`config.mk`:
```
export PLATFORM = sky130hd
export DESIGN_NAME = backlight_idle_dim_sleep_controller_top
export DESIGN_NICKNAME = d
export VERILOG_FILES = /design/src/sv/bidsc_pkg.sv /design/src/sv/bidsc_cfg_regs.sv /design/src/sv/bidsc_step.sv /design/src/sv/backlight_idle_dim_sleep_controller_top.sv
export SDC_FILE = /design/constraint.sdc
export NUM_CORES = 1
export LEC_CHECK = 0
export BUFFER_PORTS_ARGS = -buffer_cell sky130_fd_sc_hd__buf_2
export CAP_MARGIN = 20
export CELL_PAD_IN_SITES_DETAIL_PLACEMENT = 0
export CELL_PAD_IN_SITES_GLOBAL_PLACEMENT = 1
export CORE_ASPECT_RATIO = 0.6
export CORE_UTILIZATION = 48
export DETAILED_ROUTE_END_ITERATION = 10
export MAX_ROUTING_LAYER = met4
export PLACE_DENSITY_LB_ADDON = 0.1
export SYNTH_ARGS = -nofsm -noshare
export SYNTH_HDL_FRONTEND = slang
export SYNTH_SLANG_ARGS = --single-unit
```
`constraint.sdc`:
```
create_clock -name clk_i -period 10 [get_ports clk_i]
set_input_delay 1 -clock clk_i [delete_from_list [all_inputs] [get_ports clk_i]]
set_output_delay 1 -clock clk_i [all_outputs]
set_load 0.03 [all_outputs]
```
`src/sv/bidsc_pkg.sv`:
```
// Shared types and codes for the backlight idle/dim/sleep controller.
// No dependencies; used by every module of the block.
`timescale 1ns / 1ps
`default_nettype none

package bidsc_pkg;

  localparam int unsigned CfgIdxW = 3;

  typedef enum logic [CfgIdxW-1:0] {
    CFG_FULL_BRIGHTNESS = 3'd0,
    CFG_DIM_LEVEL       = 3'd1,
    CFG_DIM_AFTER_MS    = 3'd2,
    CFG_SLEEP_AFTER_MS  = 3'd3,
    CFG_HOT_THRESHOLD   = 3'd4,
    CFG_STALE_AFTER_MS  = 3'd5
  } cfg_idx_e;

  typedef enum logic [1:0] {
    MODE_AWAKE  = 2'd0,
    MODE_DIMMED = 2'd1,
    MODE_OFF    = 2'd2
  } mode_e;

  localparam logic [1:0] STATUS_OTHER    = 2'd0;
  localparam logic [1:0] STATUS_PRINTING = 2'd1;
  localparam logic [1:0] STATUS_SHUTDOWN = 2'd2;

  localparam logic [7:0]         RST_FULL_BRIGHTNESS = 8'd255;
  localparam logic [7:0]         RST_DIM_LEVEL       = 8'd32;
  localparam logic [31:0]        RST_DIM_AFTER_MS    = 32'd60000;
  localparam logic [31:0]        RST_SLEEP_AFTER_MS  = 32'd300000;
  localparam logic signed [10:0] RST_HOT_THRESHOLD   = 11'sd50;
  localparam logic [31:0]        RST_STALE_AFTER_MS  = 32'd10000;

  typedef struct packed {
    logic [7:0]         full_brightness;
    logic [7:0]         dim_level;
    logic [31:0]        dim_after_ms;
    logic [31:0]        sleep_after_ms;
    logic signed [10:0] hot_threshold;
    logic [31:0]        stale_after_ms;
  } cfg_t;

  typedef struct packed {
    logic [31:0]        now_ms;
    logic               touched;
    logic [31:0]        host_age_ms;
    logic               report_valid;
    logic signed [10:0] nozzle_temp;
    logic [1:0]         printer_status;
    logic               tool_used;
  } item_t;

  typedef struct packed {
    logic       backlight_write;
    logic [7:0] backlight_level;
    mode_e      display_mode;
    logic       link_stale;
  } res_t;

endpackage

`default_nettype wire

```
`src/sv/bidsc_cfg_regs.sv`:
```
// Configuration register file of the backlight controller.
// Depends on bidsc_pkg for the register indexes, reset values and cfg_t.
`timescale 1ns / 1ps
`default_nettype none

module bidsc_cfg_regs (
  input  logic                            clk_i,
  input  logic                            rst_ni,
  input  logic                            wr_en_i,
  input  logic [bidsc_pkg::CfgIdxW-1:0]   wr_index_i,
  input  logic [31:0]                     wr_data_i,
  output bidsc_pkg::cfg_t                 cfg_o
);

  bidsc_pkg::cfg_t cfg_q, cfg_d;

  always_comb begin
    cfg_d = cfg_q;
    if (wr_en_i) begin
      unique case (wr_index_i)
        bidsc_pkg::CFG_FULL_BRIGHTNESS: cfg_d.full_brightness = wr_data_i[7:0];
        bidsc_pkg::CFG_DIM_LEVEL:       cfg_d.dim_level       = wr_data_i[7:0];
        bidsc_pkg::CFG_DIM_AFTER_MS:    cfg_d.dim_after_ms    = wr_data_i;
        bidsc_pkg::CFG_SLEEP_AFTER_MS:  cfg_d.sleep_after_ms  = wr_data_i;
        bidsc_pkg::CFG_HOT_THRESHOLD:   cfg_d.hot_threshold   = $signed(wr_data_i[10:0]);
        bidsc_pkg::CFG_STALE_AFTER_MS:  cfg_d.stale_after_ms  = wr_data_i;
        default: ;
      endcase
    end
  end

  always_ff @(posedge clk_i or negedge rst_ni) begin
    if (!rst_ni) begin
      cfg_q.full_brightness <= bidsc_pkg::RST_FULL_BRIGHTNESS;
      cfg_q.dim_level       <= bidsc_pkg::RST_DIM_LEVEL;
      cfg_q.dim_after_ms    <= bidsc_pkg::RST_DIM_AFTER_MS;
      cfg_q.sleep_after_ms  <= bidsc_pkg::RST_SLEEP_AFTER_MS;
      cfg_q.hot_threshold   <= bidsc_pkg::RST_HOT_THRESHOLD;
      cfg_q.stale_after_ms  <= bidsc_pkg::RST_STALE_AFTER_MS;
    end else begin
      cfg_q <= cfg_d;
    end
  end

  assign cfg_o = cfg_q;

endmodule

`default_nettype wire

```
`src/sv/bidsc_step.sv`:
```
// Per-tick decision logic and controller state (modes, activity time, held report).
// Depends on bidsc_pkg for cfg_t, item_t, res_t and the mode and status codes.
`timescale 1ns / 1ps
`default_nettype none

module bidsc_step (
  input  logic                clk_i,
  input  logic                rst_ni,
  input  logic                en_i,
  input  bidsc_pkg::cfg_t     cfg_i,
  input  bidsc_pkg::item_t    item_i,
  output bidsc_pkg::res_t     res_o
);

  logic               sleep_q, sleep_d;
  logic               dim_q, dim_d;
  logic [31:0]        last_act_q, last_act_d;
  logic signed [10:0] held_temp_q, held_temp_d;
  logic [1:0]         held_status_q, held_status_d;
  logic               held_used_q, held_used_d;

  logic        wrote, hot, in_job, alarm, stale, keep;
  logic [7:0]  level;
  logic [31:0] elapsed;

  always_comb begin
    sleep_d       = sleep_q;
    dim_d         = dim_q;
    last_act_d    = last_act_q;
    held_temp_d   = held_temp_q;
    held_status_d = held_status_q;
    held_used_d   = held_used_q;
    wrote         = 1'b0;
    level         = 8'd0;

    if (item_i.touched) begin
      last_act_d = item_i.now_ms;
      if (sleep_q || dim_q) begin
        wrote   = 1'b1;
        level   = cfg_i.full_brightness;
        sleep_d = 1'b0;
        dim_d   = 1'b0;
      end
    end

    hot    = held_temp_q > cfg_i.hot_threshold;
    in_job = (held_status_q == bidsc_pkg::STATUS_PRINTING) && held_used_q;
    alarm  = held_status_q == bidsc_pkg::STATUS_SHUTDOWN;
    stale  = item_i.host_age_ms > cfg_i.stale_after_ms;
    keep   = !stale && (hot || in_job || alarm);

    if ((sleep_d || dim_d) && keep) begin
      wrote      = 1'b1;
      level      = cfg_i.full_brightness;
      sleep_d    = 1'b0;
      dim_d      = 1'b0;
      last_act_d = item_i.now_ms;
    end

    elapsed = item_i.now_ms - last_act_d;

    if (!sleep_d && !dim_d && !keep && (elapsed > cfg_i.dim_after_ms)) begin
      wrote = 1'b1;
      level = cfg_i.dim_level;
      dim_d = 1'b1;
    end
    if (!sleep_d && !keep && (elapsed > cfg_i.sleep_after_ms)) begin
      wrote   = 1'b1;
      level   = 8'd0;
      sleep_d = 1'b1;
      dim_d   = 1'b0;
    end

    if (item_i.report_valid) begin
      held_temp_d   = item_i.nozzle_temp;
      held_status_d = item_i.printer_status;
      held_used_d   = item_i.tool_used;
    end

    res_o.backlight_write = wrote;
    res_o.backlight_level = wrote ? level : 8'd0;
    res_o.link_stale      = stale;
    priority if (sleep_d) begin
      res_o.display_mode = bidsc_pkg::MODE_OFF;
    end else if (dim_d) begin
      res_o.display_mode = bidsc_pkg::MODE_DIMMED;
    end else begin
      res_o.display_mode = bidsc_pkg::MODE_AWAKE;
    end
  end

  always_ff @(posedge clk_i or negedge rst_ni) begin
    if (!rst_ni) begin
      sleep_q       <= 1'b0;
      dim_q         <= 1'b0;
      last_act_q    <= 32'd0;
      held_temp_q   <= 11'sd0;
      held_status_q <= bidsc_pkg::STATUS_OTHER;
      held_used_q   <= 1'b1;
    end else if (en_i) begin
      sleep_q       <= sleep_d;
      dim_q         <= dim_d;
      last_act_q    <= last_act_d;
      held_temp_q   <= held_temp_d;
      held_status_q <= held_status_d;
      held_used_q   <= held_used_d;
    end
  end

  a_modes_exclusive: assert property (@(posedge clk_i) disable iff (!rst_ni)
    !(sleep_q && dim_q))
    else $error("sleeping and dimmed both set");

  a_dim_level: assert property (@(posedge clk_i) disable iff (!rst_ni)
    (en_i && res_o.backlight_write && res_o.display_mode == bidsc_pkg::MODE_DIMMED)
    |-> (res_o.backlight_level == cfg_i.dim_level))
    else $error("dimmed with a level other than the dim level");

  a_off_level: assert property (@(posedge clk_i) disable iff (!rst_ni)
    (en_i && res_o.backlight_write && res_o.display_mode == bidsc_pkg::MODE_OFF)
    |-> (res_o.backlight_level == 8'd0))
    else $error("off with a nonzero level");

  a_state_hold: assert property (@(posedge clk_i) disable iff (!rst_ni)
    !en_i |=> ($stable(sleep_q) && $stable(dim_q) && $stable(last_act_q)))
    else $error("state changed without a tick");

endmodule

`default_nettype wire

```
`src/sv/backlight_idle_dim_sleep_controller_top.sv`:
```
// Backlight idle/dim/sleep controller, top level.
// Holds the input and result registers; uses bidsc_pkg, bidsc_cfg_regs, bidsc_step.
//
// Usage:
//   Input channel (in_valid_i / in_stall_o) carries one tick word: time, touch
//   flag, link age and an optional printer report. Output channel
//   (out_valid_o / out_stall_i) returns one result word per tick: backlight
//   write flag and level, display mode after the tick, and the stale flag.
//   Configuration channel (cfg_valid_i / cfg_ready_o) writes register
//   cfg_index_i with cfg_data_i; ready is always high. Unknown indexes are
//   dropped. Write only while no tick is in flight.
//   A tick accepted into the input register moves on to the result register.
//   Throughput: one tick per cycle while the result is not stalled; the
//   decision is a single combinational pass between the input and result registers.
//   Reset: all configuration registers take their defaults, the display is
//   awake, last activity time is 0, the held report is cool, status other,
//   tool used. Both channels come up empty.
//   Stall: while the result is stalled it holds; the input register keeps
//   one more tick and in_stall_o rises only when both registers are full.
`timescale 1ns / 1ps
`default_nettype none

module backlight_idle_dim_sleep_controller_top (
  input  logic                          clk_i,
  input  logic                          rst_ni,

  input  logic                          in_valid_i,
  output logic                          in_stall_o,
  input  logic [31:0]                   now_ms_i,
  input  logic                          touched_i,
  input  logic [31:0]                   host_age_ms_i,
  input  logic                          report_valid_i,
  input  logic signed [10:0]            nozzle_temp_i,
  input  logic [1:0]                    printer_status_i,
  input  logic                          tool_used_i,

  output logic                          out_valid_o,
  input  logic                          out_stall_i,
  output logic                          backlight_write_o,
  output logic [7:0]                    backlight_level_o,
  output logic [1:0]                    display_mode_o,
  output logic                          link_stale_o,

  input  logic                          cfg_valid_i,
  output logic                          cfg_ready_o,
  input  logic [bidsc_pkg::CfgIdxW-1:0] cfg_index_i,
  input  logic [31:0]                   cfg_data_i
);

  bidsc_pkg::cfg_t  cfg;
  bidsc_pkg::item_t item_q;
  bidsc_pkg::res_t  res, res_q;
  logic             in_vld_q, out_vld_q;
  logic             out_free, advance, in_take;

  assign cfg_ready_o = 1'b1;

  bidsc_cfg_regs u_cfg (
    .clk_i      (clk_i),
    .rst_ni     (rst_ni),
    .wr_en_i    (cfg_valid_i),
    .wr_index_i (cfg_index_i),
    .wr_data_i  (cfg_data_i),
    .cfg_o      (cfg)
  );

  assign out_free   = !out_vld_q || !out_stall_i;
  assign advance    = in_vld_q && out_free;
  assign in_stall_o = in_vld_q && !out_free;
  assign in_take    = in_valid_i && !in_stall_o;

  bidsc_step u_step (
    .clk_i  (clk_i),
    .rst_ni (rst_ni),
    .en_i   (advance),
    .cfg_i  (cfg),
    .item_i (item_q),
    .res_o  (res)
  );

  always_ff @(posedge clk_i or negedge rst_ni) begin
    if (!rst_ni) begin
      in_vld_q  <= 1'b0;
      out_vld_q <= 1'b0;
    end else begin
      if (in_take) begin
        in_vld_q <= 1'b1;
      end else if (advance) begin
        in_vld_q <= 1'b0;
      end
      if (advance) begin
        out_vld_q <= 1'b1;
      end else if (out_free) begin
        out_vld_q <= 1'b0;
      end
    end
  end

  always_ff @(posedge clk_i) begin
    if (in_take) begin
      item_q.now_ms         <= now_ms_i;
      item_q.touched        <= touched_i;
      item_q.host_age_ms    <= host_age_ms_i;
      item_q.report_valid   <= report_valid_i;
      item_q.nozzle_temp    <= nozzle_temp_i;
      item_q.printer_status <= printer_status_i;
      item_q.tool_used      <= tool_used_i;
    end
    if (advance) begin
      res_q <= res;
    end
  end

  assign out_valid_o       = out_vld_q;
  assign backlight_write_o = res_q.backlight_write;
  assign backlight_level_o = res_q.backlight_level;
  assign display_mode_o    = res_q.display_mode;
  assign link_stale_o      = res_q.link_stale;

  a_advance_fills: assert property (@(posedge clk_i) disable iff (!rst_ni)
    advance |=> out_vld_q)
    else $error("result register empty after a tick moved");

  a_no_drop: assert property (@(posedge clk_i) disable iff (!rst_ni)
    (in_vld_q && !advance) |=> in_vld_q)
    else $error("pending tick lost");

  a_quiet_level: assert property (@(posedge clk_i) disable iff (!rst_ni)
    (out_vld_q && !res_q.backlight_write) |-> (res_q.backlight_level == 8'd0))
    else $error("level nonzero without a write");

endmodule

`default_nettype wire

```
==> flow_metrics.env <==
export IMPL_yosysWarnings=0
export IMPL_relSlewSlack=0.344
export IMPL_whs_path_depth=1
export IMPL_final_nets=1631
export IMPL_dpl_hpwl_um=25900
export IMPL_maxCapViolCount=0
export IMPL_critPathRequiredTime_ns=10.29
export IMPL_core_um2=28900
export IMPL_cts_resized=0
export IMPL_synth_edff_count=92
export IMPL_async_flop_share=0.653
export IMPL_antenna_found_initial=0
export IMPL_wl_um=34500
export IMPL_grt_pass1_wl_um=53600
export IMPL_rsz0062_at_grt="no"
export IMPL_worst_pin_slew_ns=0.984
export IMPL_setup_tns_ns=0
export IMPL_crit_path_start_kind="flip-flop"
export IMPL_finalCriticalPeriod_ns=9.20
export IMPL_reg2reg_to="backlight_write_o$_DFFE_PP_"
export IMPL_reg2reg_from="u_cfg.cfg_o[13]$_DFFE_PN1P_"
export IMPL_first_global_vias=9131
export IMPL_synth_nets=1492
export IMPL_cts_tree="yes"
export IMPL_min_path_type="flip-flop to flip-flop"
export IMPL_finalHoldViolCount=0
export IMPL_via_per_inst=5.40
export IMPL_syn_area_um2=14300
export IMPL_synth_main_ff_cell="dfrtp_1"
export IMPL_max_stage_delay_ns=0.54
export IMPL_dieArea_um2=30400
export IMPL_cts_buffer_depth=3
export IMPL_p_total_mw=4.11
export IMPL_grt_overflow=0
export IMPL_fin_skew_ns=0.0107
export IMPL_io_pins=135
export IMPL_cts_sinks=265
export IMPL_endpoint_kind="flip-flop"
export IMPL_via_count=9685
export IMPL_fmax_mhz=109
export IMPL_insertedDiodeCount=0
export IMPL_first_pass_iters=5
export IMPL_reg2reg_setup_slack_ns=0.80
export IMPL_cts_htree_levels=1
export IMPL_worstPathArrival_ns=9.49
export IMPL_dp_cells=1743
export IMPL_initial_core_util=0.492
export IMPL_timing_final_crit_share=0.920
export IMPL_row_count=48
export IMPL_run_status="complete, no violations"
export IMPL_grt_use_total=0.238
export IMPL_hold_end="u_step.held_status_q[1]$_DFFE_PN0P_"
export IMPL_syn_to_final_growth_pct=14.2
export IMPL_cts_root_buf="clkbuf_16"
export IMPL_yosys_register_bits=265
export IMPL_crit_slowest_cell="a2111oi_0"
export IMPL_max_vdd_ir_drop_uv=143
export IMPL_clock_latency_ns=0.54
export IMPL_finalSetupViolations=0
export IMPL_ant_nets=0
export IMPL_min_delay_start="item_q[2]$_DFFE_PP_"
export IMPL_wl_per_cell_um=19.2
export IMPL_port_buffers=133
export IMPL_finalMaxSlewViolations=0
export IMPL_critPathKind="flip-flop to flip-flop"
export IMPL_avgSynthCellArea_um2=11.6
export IMPL_fin_cells=1792
export IMPL_dieWidth_um=224
export IMPL_ys_types=69
export IMPL_synth_cells=1233
export IMPL_place_gp_congestion=0.861
export IMPL_cp_common_cell="a21o_1"
export IMPL_p_per_area_nw_per_um2=252
export IMPL_die_y_um=135
export IMPL_cp_max_fo=11
export IMPL_p_leak_nw=7.37
export IMPL_seq_area_frac_synth=0.500
export IMPL_r2r_cells=34
export IMPL_drc_errors=0
export IMPL_drive_above_1_share=0.239
export IMPL_numCtsBuffers=26
export IMPL_grt_max_degree=102
export IMPL_path_clk_slew_ns=0.07
export IMPL_holdBufCountCts=0
export IMPL_cts_setup_buffers=0
export IMPL_drtIter0Drc=754
## synthesized netlist by cell type (9+ instances only)
cell,n,area (um^2)
nor2_1,38,143
inv_1,119,447
clkbuf_1,32,120
nand2_1,79,297
mux2_1,32,360
xor2_1,10,87.6
dfstp_2,33,867
ha_1,138,1730
o21ai_0,66,330
nand4_1,29,181
xnor2_1,17,149
mux2_2,97,1090
nand3_1,20,100
a21oi_1,66,330
a21o_1,43,323
mux2i_1,31,310
dfrtp_1,140,3500
o21bai_1,10,75.1
o21a_1,11,82.6
edfxtp_1,92,2760
nand2b_1,9,56.3
## worst max-delay path by stage
stage	start	to	slack, ns
global route	u_cfg.cfg_o[10]$_DFFE_PN1P_	backlight_write_o$_DFFE_PP_	0.20
finish	u_cfg.cfg_o[13]$_DFFE_PN1P_	backlight_write_o$_DFFE_PP_	0.80
global placement	u_cfg.cfg_o[9]$_DFFE_PN1P_	backlight_write_o$_DFFE_PP_	1.19
detailed placement	u_cfg.cfg_o[13]$_DFFE_PN1P_	backlight_write_o$_DFFE_PP_	0.96
floorplan	u_cfg.cfg_o[9]$_DFFE_PN1P_	backlight_write_o$_DFFE_PP_	2.02
CTS	u_cfg.cfg_o[13]$_DFFE_PN1P_	backlight_write_o$_DFFE_PP_	0.95
## logic make-up after synthesis
| family | synth area share |
|---|---|
| DFF | 0.500 |
| AOI/OAI and AO/OA | 0.117 |
| and+or+nand+nor | 0.0775 |
| muxes | 0.124 |
| buffers and inverters | 0.0416 |
| adders and majority gates | 0.123 |
| xor gates and xnor gates | 0.0166 |
| other | 0.000263 |
## cell usage in the layout, fill, tap and decap left out, drive strengths merged, types with 32 or more instances in the layout
cell,n
a21oi,66
a21o,43
dfrtp,140
ha,138
mux2,129
clkbuf,32
inv,122
edfxtp,92
dfstp,33
o21ai,73
buf,148
nand2,79
nor2,38
## where the power goes
part | internal, mW | leakage [nW] | total [mW] | switching [mW]
combinational | 0.691 | 4.04 | 1.65 | 0.955
sequential | 1.37 | 2.90 | 1.47 | 0.0990
clock | 0.572 | 0.424 | 0.996 | 0.424
total | 2.63 | 7.37 | 4.11 | 1.48
## flip-flops by register name, summed over array words and instances (netlist names), 2 cells and up
register	flops
u_cfg.cfg_o	123
display_mode_o	2
u_step.held_temp_q	11
u_step.last_act_q	32
u_step.held_status_q	2
item_q	80
backlight_level_o	8
## metal layers
layer | routed length [um] | GRT usage | vias up
li1 | - | - | 4760
met1 | 19800 | 0.402 | 4661
met2 | 12500 | 0.290 | 235
met3 | 1810 | 0.0410 | 29
met4 | 376 | 0.0310 | 0
met5 | 0 | - | -
## critical path, delay by kind of cell (launching register included)
family | cells | cell delay, ns
flops | 1 | 0.53
buf+inv | 4 | 0.38
simple gates | 6 | 1.74
compound gates | 20 | 5.06
fa+ha+maj | 4 | 1.19
## per-stage QoR
stage,util,worst slack [ns],cell area [um^2],hold WS [ns]
after detailed placement,0.533,0.962,15400,0.465
after global placement,0.533,1.19,15400,0.460
after floorplan,-,2.02,14300,0.443
final,0.562,0.800,16300,0.475
after CTS,0.562,0.952,16300,0.479
after global routing,0.562,0.197,16300,0.485
## layout make-up
type                            instances  area, um^2
Fill cell                            2500       12700
Sequential cell                       265        7130
Clock inverter                         16         158
Inverter                              120         450
Tap cell                              400         500
Clock buffer                           32         694
Multi-Input combinational cell        811        6560
Timing Repair Buffer                  148         779
Note: power is estimated with default switching activity, not from simulation.
